===== src/sv/rcan_pkg.sv =====
// ----------------------------------------------------------------------------
// rcan_pkg: shared types and constants
// Channel widths and the beat layout that moves down the divider row.
// ----------------------------------------------------------------------------
`default_nettype none

package rcan_pkg;

    localparam int CHAN_N = 4;   // red, green, blue, white
    localparam int CHAN_W = 8;
    localparam int SUM_W  = CHAN_W + 1;
    localparam int QUO_W  = CHAN_W;
    // sum * 255 fits in 17 bits (510 * 255 = 130050)
    localparam int REM_W  = SUM_W + CHAN_W;
    // one cell per quotient bit
    localparam int CELL_N = QUO_W;

    localparam logic [CHAN_W-1:0] CHAN_MAX = '1;

    localparam int RED   = 0;
    localparam int GREEN = 1;
    localparam int BLUE  = 2;
    localparam int WHITE = 3;

    typedef logic [CHAN_N-1:0][CHAN_W-1:0] color_t;

    // bypass: result already final in quo, cells leave the beat alone
    typedef struct packed {
        logic                           bypass;
        logic [REM_W-1:0]               dsh;
        logic [CHAN_N-1:0][REM_W-1:0]   rem;
        logic [CHAN_N-1:0][QUO_W-1:0]   quo;
    } div_beat_t;

endpackage

`default_nettype wire


===== src/sv/rcan_front.sv =====
// ----------------------------------------------------------------------------
// rcan_front: channel sums, peak and divider setup
// Forms the four sums, finds the peak, and loads the first beat of the row:
// a finished color for saturating or in-range cases, else sum*255 over peak.
// ----------------------------------------------------------------------------
`default_nettype none

module rcan_front (
    input  wire logic                clk,
    input  wire logic                rst_n,
    input  wire logic                advance,
    input  wire logic                in_valid,
    input  wire rcan_pkg::color_t    first,
    input  wire rcan_pkg::color_t    second,
    input  wire logic                saturating,
    output logic                     out_valid,
    output rcan_pkg::div_beat_t      out_data
);
    import rcan_pkg::*;

    logic [CHAN_N-1:0][SUM_W-1:0] sum;
    logic [SUM_W-1:0]             max_lo;
    logic [SUM_W-1:0]             max_hi;
    logic [SUM_W-1:0]             peak;
    logic                         valid_reg;
    div_beat_t                    data_reg;
    div_beat_t                    data_next;

    always_comb
    begin
        for (int ch = 0; ch < CHAN_N; ch++)
        begin
            sum[ch] = {1'b0, first[ch]} + {1'b0, second[ch]};
        end
        max_lo = (sum[RED]  > sum[GREEN]) ? sum[RED]  : sum[GREEN];
        max_hi = (sum[BLUE] > sum[WHITE]) ? sum[BLUE] : sum[WHITE];
        peak   = (max_lo > max_hi) ? max_lo : max_hi;
    end

    always_comb
    begin
        // peak below 256 means every sum fits and passes through
        data_next.bypass = saturating | ~peak[SUM_W-1];
        // divisor lined up with the top quotient bit
        data_next.dsh    = {{(REM_W-SUM_W-QUO_W+1){1'b0}}, peak, {(QUO_W-1){1'b0}}};
        for (int ch = 0; ch < CHAN_N; ch++)
        begin
            data_next.rem[ch] = {sum[ch], {CHAN_W{1'b0}}}
                              - {{CHAN_W{1'b0}}, sum[ch]};
            if (saturating && sum[ch][SUM_W-1])
            begin
                data_next.quo[ch] = CHAN_MAX;
            end
            else if (data_next.bypass)
            begin
                data_next.quo[ch] = sum[ch][QUO_W-1:0];
            end
            else
            begin
                data_next.quo[ch] = '0;
            end
        end
    end

    always_ff @(posedge clk or negedge rst_n)
    begin
        if (!rst_n)
        begin
            valid_reg <= 1'b0;
        end
        else if (advance)
        begin
            valid_reg <= in_valid;
        end
    end

    always_ff @(posedge clk)
    begin
        if (advance)
        begin
            data_reg <= data_next;
        end
    end

    assign out_valid = valid_reg;
    assign out_data  = data_reg;

endmodule

`default_nettype wire


===== src/sv/rcan_cell.sv =====
// ----------------------------------------------------------------------------
// rcan_cell: one restoring-division step
// Settles one quotient bit for all four channels and hands the beat on with
// the divisor shifted down one place.
// ----------------------------------------------------------------------------
`default_nettype none

module rcan_cell (
    input  wire logic                clk,
    input  wire logic                rst_n,
    input  wire logic                advance,
    input  wire logic                in_valid,
    input  wire rcan_pkg::div_beat_t in_data,
    output logic                     out_valid,
    output rcan_pkg::div_beat_t      out_data
);
    import rcan_pkg::*;

    logic      valid_reg;
    div_beat_t data_reg;
    div_beat_t data_next;
    logic      fits;

    always_comb
    begin
        data_next = in_data;
        fits      = 1'b0;
        if (!in_data.bypass)
        begin
            data_next.dsh = in_data.dsh >> 1;
            for (int ch = 0; ch < CHAN_N; ch++)
            begin
                fits = (in_data.rem[ch] >= in_data.dsh);
                if (fits)
                begin
                    data_next.rem[ch] = in_data.rem[ch] - in_data.dsh;
                end
                data_next.quo[ch] = {in_data.quo[ch][QUO_W-2:0], fits};
            end
        end
    end

    always_ff @(posedge clk or negedge rst_n)
    begin
        if (!rst_n)
        begin
            valid_reg <= 1'b0;
        end
        else if (advance)
        begin
            valid_reg <= in_valid;
        end
    end

    always_ff @(posedge clk)
    begin
        if (advance)
        begin
            data_reg <= data_next;
        end
    end

    assign out_valid = valid_reg;
    assign out_data  = data_reg;

    // remainder stays below the divisor used in this step; the last step
    // shifts out the divisor's low bit, so the bound fills it with a one
    a_rem_bound: assert property (@(posedge clk) disable iff (!rst_n)
        valid_reg && !data_reg.bypass |->
            ({1'b0, data_reg.rem[RED]}   < {data_reg.dsh, 1'b1}) &&
            ({1'b0, data_reg.rem[GREEN]} < {data_reg.dsh, 1'b1}) &&
            ({1'b0, data_reg.rem[BLUE]}  < {data_reg.dsh, 1'b1}) &&
            ({1'b0, data_reg.rem[WHITE]} < {data_reg.dsh, 1'b1}))
        else $error("rcan_cell: remainder out of range");

    // finished colors ride through untouched
    a_bypass_hold: assert property (@(posedge clk) disable iff (!rst_n)
        $past(advance) && $past(in_valid) && $past(in_data.bypass) |->
            valid_reg && data_reg.bypass && (data_reg.quo == $past(in_data.quo)))
        else $error("rcan_cell: bypass beat altered");

    // divisor carries the peak, which is at least 256 here
    a_dsh_live: assert property (@(posedge clk) disable iff (!rst_n)
        valid_reg && !data_reg.bypass |-> (data_reg.dsh != '0))
        else $error("rcan_cell: divisor lost");

endmodule

`default_nettype wire


===== src/sv/rgbw_color_add_normalize.sv =====
// ----------------------------------------------------------------------------
// rgbw_color_add_normalize: RGBW color add, saturating or hue-preserving
// Adds two RGBW colors. Saturating mode clamps each channel to 255; otherwise
// an overflowing color is scaled so its brightest channel lands on 255.
//
//   beat     | dir | handshake               | payload
//   ---------+-----+-------------------------+-------------------------------
//   color    | in  | color_valid/color_ready | first_*, second_*, saturating
//   sum      | out | sum_valid/sum_ready     | sum_red/green/blue/white
//
// One beat per cycle while the output is not stalled; the row is a setup
// stage plus one division cell per quotient bit, 8 cells.
// The whole row moves together: it stalls only when the last cell holds a
// beat that sum_ready has not taken, so color_ready is !sum_valid | sum_ready.
// Reset clears the valid bits of every stage; no clearing pass.
// ----------------------------------------------------------------------------
`default_nettype none

module rgbw_color_add_normalize (
    input  wire logic                          clk,
    input  wire logic                          rst_n,
    input  wire logic                          color_valid,
    output logic                               color_ready,
    input  wire logic [rcan_pkg::CHAN_W-1:0]   first_red,
    input  wire logic [rcan_pkg::CHAN_W-1:0]   first_green,
    input  wire logic [rcan_pkg::CHAN_W-1:0]   first_blue,
    input  wire logic [rcan_pkg::CHAN_W-1:0]   first_white,
    input  wire logic [rcan_pkg::CHAN_W-1:0]   second_red,
    input  wire logic [rcan_pkg::CHAN_W-1:0]   second_green,
    input  wire logic [rcan_pkg::CHAN_W-1:0]   second_blue,
    input  wire logic [rcan_pkg::CHAN_W-1:0]   second_white,
    input  wire logic                          saturating,
    output logic                               sum_valid,
    input  wire logic                          sum_ready,
    output logic [rcan_pkg::CHAN_W-1:0]        sum_red,
    output logic [rcan_pkg::CHAN_W-1:0]        sum_green,
    output logic [rcan_pkg::CHAN_W-1:0]        sum_blue,
    output logic [rcan_pkg::CHAN_W-1:0]        sum_white
);
    import rcan_pkg::*;

    logic                  advance;
    color_t                first;
    color_t                second;
    logic      [CELL_N:0]  chain_valid;
    div_beat_t [CELL_N:0]  chain_data;

    assign first[RED]    = first_red;
    assign first[GREEN]  = first_green;
    assign first[BLUE]   = first_blue;
    assign first[WHITE]  = first_white;
    assign second[RED]   = second_red;
    assign second[GREEN] = second_green;
    assign second[BLUE]  = second_blue;
    assign second[WHITE] = second_white;

    assign advance     = ~chain_valid[CELL_N] | sum_ready;
    assign color_ready = advance;

    rcan_front u_front (
        .clk        (clk),
        .rst_n      (rst_n),
        .advance    (advance),
        .in_valid   (color_valid),
        .first      (first),
        .second     (second),
        .saturating (saturating),
        .out_valid  (chain_valid[0]),
        .out_data   (chain_data[0])
    );

    for (genvar c = 0; c < CELL_N; c++)
    begin : g_cell
        rcan_cell u_cell (
            .clk       (clk),
            .rst_n     (rst_n),
            .advance   (advance),
            .in_valid  (chain_valid[c]),
            .in_data   (chain_data[c]),
            .out_valid (chain_valid[c+1]),
            .out_data  (chain_data[c+1])
        );
    end

    assign sum_valid = chain_valid[CELL_N];
    assign sum_red   = chain_data[CELL_N].quo[RED];
    assign sum_green = chain_data[CELL_N].quo[GREEN];
    assign sum_blue  = chain_data[CELL_N].quo[BLUE];
    assign sum_white = chain_data[CELL_N].quo[WHITE];

    // a normalized color always has one channel at full scale
    a_full_scale: assert property (@(posedge clk) disable iff (!rst_n)
        sum_valid && !chain_data[CELL_N].bypass |->
            (sum_red == CHAN_MAX) || (sum_green == CHAN_MAX) ||
            (sum_blue == CHAN_MAX) || (sum_white == CHAN_MAX))
        else $error("rgbw_color_add_normalize: peak channel not full scale");

    // a stalled output freezes the whole row
    a_row_frozen: assert property (@(posedge clk) disable iff (!rst_n)
        sum_valid && !sum_ready |=> $stable(chain_valid) && $stable(chain_data))
        else $error("rgbw_color_add_normalize: row moved during stall");

    // an accepted beat shows up at the first stage
    a_front_load: assert property (@(posedge clk) disable iff (!rst_n)
        color_valid && color_ready |=> chain_valid[0])
        else $error("rgbw_color_add_normalize: accepted beat dropped");

endmodule

`default_nettype wire


===== config.mk =====
export PLATFORM = sky130hd
export DESIGN_NAME = rgbw_color_add_normalize
export DESIGN_NICKNAME = d
export VERILOG_FILES = /design/src/sv/rcan_pkg.sv /design/src/sv/rcan_front.sv /design/src/sv/rcan_cell.sv /design/src/sv/rgbw_color_add_normalize.sv
export SDC_FILE = /design/constraint.sdc
export NUM_CORES = 2
export LEC_CHECK = 0
export ABC_AREA = 1
export BUFFER_PORTS_ARGS = -buffer_cell sky130_fd_sc_hd__buf_2
export CAP_MARGIN = 40
export CORE_MARGIN = 2
export CORE_UTILIZATION = 50
export DETAILED_ROUTE_END_ITERATION = 16
export PLACE_DENSITY = 0.62
export RECOVER_POWER = 50
export SYNTH_ARGS = -nofsm -noshare
export SYNTH_HDL_FRONTEND = slang
export SYNTH_SLANG_ARGS = --single-unit

===== constraint.sdc =====
create_clock -name clk -period 46 [get_ports clk]
set_input_delay 4.6 -clock clk [delete_from_list [all_inputs] [get_ports clk]]
set_output_delay 4.6 -clock clk [all_outputs]
set_load 0.05 [all_outputs]

# [Yosys cells after proc, flatten, opt, wreduce, memory -nomap -nowiden]
# Cells that the tools add are included.
[totals] reg_bits=970 in_bits=69 output_inout_bits=34
[op_classes] addsub=36 magnitude_cmp=35 n_mux=43 bitwise_logic=4 n_reduce_logical=4
[ops] operator="$mux W115" n=7
[ops] operator="$ge A17 B16 Y1" n=32
[ops] operator="$mux W17" n=28
[ops] operator="$sub A17 B16 Y17" n=28
[ops] operator="$sub A17 B9 Y17" n=4
[ops] operator="$add A8 B8 Y9" n=4
[ops] operator="$mux W32" n=1
[ops] operator="$mux W8" n=4
[ops] operator="$gt A9 B9 Y1" n=3
[ops] operator="$mux W9" n=3
[ops] operator="$logic_and A1 B1 Y1" n=4
[ops] operator="$not A1 Y1" n=2
[ops] operator="$or A1 B1 Y1" n=2

# [Longest topological paths before layout]
[depth] word_depth=8 ltp_mapped=37 ltp_nobuf=35

# [Cells and area by module]
# From an unflattened synthesis, not the netlist that was laid out.
[unflattened] hier_cells=11497 area_unflattened_um2=82935.8
[by_module_without_submodules] mod="rcan_cell at g_cell[4].u_cell ..." n_inst=2 cells_per_inst=1341 area_per_inst_um2=9474.1 seq_area_each_um2=3568.4
[by_module_without_submodules] mod="rcan_cell at g_cell[1].u_cell ..." n_inst=2 cells_per_inst=1336 area_per_inst_um2=9410.3 seq_area_each_um2=3568.4
[by_module_without_submodules] mod="rcan_cell at g_cell[5].u_cell" n_inst=1 cells_per_inst=1350 area_per_inst_um2=9514.1 seq_area_each_um2=3568.4
[by_module_without_submodules] mod="rcan_cell at g_cell[6].u_cell" n_inst=1 cells_per_inst=1339 area_per_inst_um2=9490.4 seq_area_each_um2=3568.4
[by_module_without_submodules] mod="rcan_cell at g_cell[3].u_cell" n_inst=1 cells_per_inst=1330 area_per_inst_um2=9389.0 seq_area_each_um2=3568.4
[by_module_without_submodules] mod="rcan_cell at g_cell[0].u_cell" n_inst=1 cells_per_inst=1310 area_per_inst_um2=9326.4 seq_area_each_um2=3568.4
[by_module_without_submodules] mod="rcan_front" n_inst=1 cells_per_inst=812 area_per_inst_um2=7439.6 seq_area_each_um2=3328.2
[by_module_without_submodules] mod="rgbw_color_add_normalize" n_inst=1 cells_per_inst=2 area_per_inst_um2=7.5 seq_area_each_um2=0.0

# [Worst setup path after synthesis]
# Ideal clock, no wire load.
[synth_path] path_type="in2out" startpoint="input sum_ready" endpoint="output color_ready" t_arrival_ns=30.599 slack_ns=10.801 stages=3 path_buffers=1 path_cell_list="inv_1 > nand2_1 > clkbuf_1"
[synth_via] elab_chain_cells=1
[synth_lines] element="from (decl)" line_no="rgbw_color_add_normalize.sv:34" rtl="input wire logic sum_ready,"
[synth_lines] element="$or A1 B1 Y1" line_no="rgbw_color_add_normalize.sv:57" rtl="assign advance = ~chain_valid[CELL_N] | sum_ready;"
[synth_lines] element="to (decl)" line_no="rgbw_color_add_normalize.sv:23" rtl="output logic color_ready,"
# No other way between the ends.

# [Final worst setup path]
# Ends and elaborated chain as after synthesis.

==> key figures <==
Outcome
  • Status: finished, violations left
  • Failing checks: max-capacitance violations, max-slew violations

Clock tree
  • TritonCTS buffer count: ~100
  • Clock Path Buffers: 3
  • Hold-fix buffers, CTS: 0
  • Clk sinks: 949
  • Clk_lat worst skew: 700 ps
  • CTS Root Buffer Type: clkbuf_16
  • CTS tree: yes
  • Worst-path clk slew: approximately 60 ps
  • Postcts setup bufs: 0
  • PostCTS Resize Cnt: 0
  • H-tree levels: 3

Synth
  • Synth Area in Adders: 0.1126
  • Fraction of registers with async set/reset: 0.009484
  • Post-Syn Nets: ~6.6k
  • Post-synth EDFFs: 940
  • Top cell type by total area after synthesis: edfxtp_1
  • Synth Area in Compound Gates: 0.1057
  • Yosys warns: 0
  • Post-synth top flop: edfxtp_1
  • Synth Register Bits: ~950
  • Yosys cell types: 64
  • Synth Area in XOR/XNOR: 0.05549
  • Post-synthesis sequential area ratio: 0.4980
  • Synth top area cells: edfxtp_1, nand2_1, ha_1, o21ai_0, inv_1
  • Top cell type's share of synthesized area: 0.4940
  • Synth Area in Simple Gates: 0.1727
  • Main combinational cell family by area after synthesis: simple AND/OR/NAND/NOR gates
  • Mapped Area: 57130 um^2
  • Syn_area_per_cell: 9.464 um^2
  • Multiplexer share of the synthesized area: 0.004205
  • Synth Instances: a little over 6k

Critical path
  • CP max FO: 3
  • CP delay by family, top: simple AND/OR/NAND/NOR gates
  • CP arrival: about 5800 ps
  • Startpoint class of the critical path: primary input
  • Nature of the critical path endpoint: output port
  • Crit Path Category: in2out
  • Slowest CP cell: nand2_1
  • CP max stage delay: a little over 600 ps
  • CP bufs+invs: 3
  • Worst endpoint required time: 41400 ps
  • CP most frequent cell: buf_2
  • Critical path, cell by cell: buf_2, inv_1, nand2_1, buf_2

Routing
  • Via count: ~40k
  • Drt initial violations: roughly 2.4k
  • Vias per cell: between 5 and 6
  • DRC viols: 0
  • Final ANT Viol Nets: 0
  • Drt first pass iters: 5
  • Routed WL: 139800 um
  • Wire length per cell: 18.12 um

STA
  • Period utilisation layout: 0.2253
  • Fin Setup TNS: 0 ps
  • RSZ-0062 raised after global routing: no
  • Slew @ Worst Pin: 3353 ps
  • Fmax: between 90 and 100 MHz
  • Layout Skew: slightly above 30 ps
  • Max-slew violation count: around 650
  • Final hold vios: 0
  • Final Setup Violations: 0
  • Minimum clock period: around 10000 ps
  • Slew HR: -1.235

Global routing
  • Initial antenna violation count: 1
  • Largest net degree at the start of global routing: 168
  • Vias in the first global route: 39.36k
  • Global route total overflow: 0
  • GRT Total Usage: 0.2403
  • First-pass GRT wire length: between 200000 and 250000 um

Die
  • Die Y-Extent: roughly 340 um
  • Initial Utilization: 0.5017
  • I/O pin total: just over 100
  • Total die area: roughly 120000 um^2
  • Core region area: 113900 um^2
  • Cell row count: approximately 120
  • Chip width: around 340 um

Flow run
  • Total of max-cap violations: 12

Cells and area
  • NumNets Final: between 6k and 7k
  • Share of cells above drive strength 1: 0.05770
  • Synth-to-Final Area Change: 9.349%
  • Leading cell type in the layout, fill and taps excluded: nand2_1
  • Diodes inserted: 0
  • Fill cells: 10.26k
  • Most frequent cells in the layout: nand2_1, edfxtp_1, o21ai_0, inv_1, ha_1

Place
  • Post-DP HPWL: roughly 110000 um
  • Gpl congestion: approximately 0.95
  • IO buf count: 102

Worst hold path
  • Worst hold path type: reg2reg
## flip-flops by register name, indices dropped and copies added, names as in the netlist
name                     flops
g_cell.u_cell.out_data     830
u_front.out_valid            1
g_cell.u_cell.out_valid      8
u_front.out_data           110
## metrics by stage
stage	util	cell area [um^2]	hold slack, ps	setup slack (ps)	instances
after global routing	0.5486	62480	449.1	35570	7716
after detailed placement	0.5196	59170	434.6	36050	7521
final	0.5486	62480	431.5	35640	7716
after CTS	0.5503	62670	431.2	36050	7716
after global placement	0.5176	58940	428.5	36030	7511
after floorplan	-	57130	417.4	10800	6037
## logic make-up after synthesis
| kind of cell | after synthesis |
|---|---|
| AOI/OAI and AO/OA | 1096 |
| buffers and inverters | 727 |
| xor gates and xnor gates | 356 |
| adders and majority gates | 495 |
| and+or+nand+nor | 2391 |
| muxes | 23 |
| DFF | 949 |
## path summary, 6_finish.rpt
check	startpoint	to	slack (ps)	cells past startpoint
worst max-delay path	sum_ready	color_ready	35640	4
worst min-delay path	g_cell[1].u_cell.out_data[69]	g_cell[2].u_cell.out_data[69]	430	0
worst max register to register	g_cell[7].u_cell.out_valid	g_cell[7].u_cell.out_data[13]	39980	4
worst min register to register	g_cell[1].u_cell.out_data[69]	g_cell[2].u_cell.out_data[69]	430	0
max in group asynchronous	rst_n	g_cell[2].u_cell.out_valid	41830	1
min in group asynchronous	rst_n	g_cell[7].u_cell.out_valid	3850	1
## worst reg2reg max path, stage by stage (launching register included)
cell	delay [ps]
dfrtp_1	390
nand2_1	640
clkbuf_1	1260
clkbuf_1	2490
buf_12	620
## cell usage after synthesis, drive strengths merged (8+ instances only)
| master | instances |
|---|---|
| xor2 | 219 |
| nand3 | 165 |
| nor3b | 22 |
| a221oi | 8 |
| a21o | 38 |
| a31oi | 14 |
| nor3 | 47 |
| nor2 | 243 |
| o21ai | 597 |
| o211ai | 13 |
| dfrtp | 9 |
| fa | 32 |
| o21bai | 16 |
| mux2i | 15 |
| clkbuf | 108 |
| buf | 63 |
| nand2 | 1782 |
| inv | 552 |
| a21boi | 21 |
| a311oi | 13 |
| xnor2 | 137 |
| edfxtp | 940 |
| nor4 | 34 |
| nand4 | 47 |
| a21oi | 336 |
| mux2 | 8 |
| a211oi | 12 |
| ha | 463 |
| nand3b | 34 |
## area by class of cell
class / instances / area (um^2) / share of cell area
clock buffers: 120 / 2663 / 0.04262
well taps: 1512 / 1892 / 0.03028
multi-input cells: 4361 / 25700 / 0.4114
flip-flops and latches: 949 / 28450 / 0.4554
repair buffers: 143 / 842.1 / 0.01348
inverters: 556 / 2087 / 0.03340
clock inverters: 75 / 838.3 / 0.01342
## per-layer routing
layer	vias to the layer above	routed length [um]	GRT usage
met2	910	67980	0.4178
met1	18035	58220	0.2900
met3	352	4676	0.02680
met4	0	8947	0.1373
li1	20896	-	-
met5	-	0	0
Power is left out: the tool's default activity adds up to more than one toggle a clock period on the data nets, which glitch-free logic cannot reach.
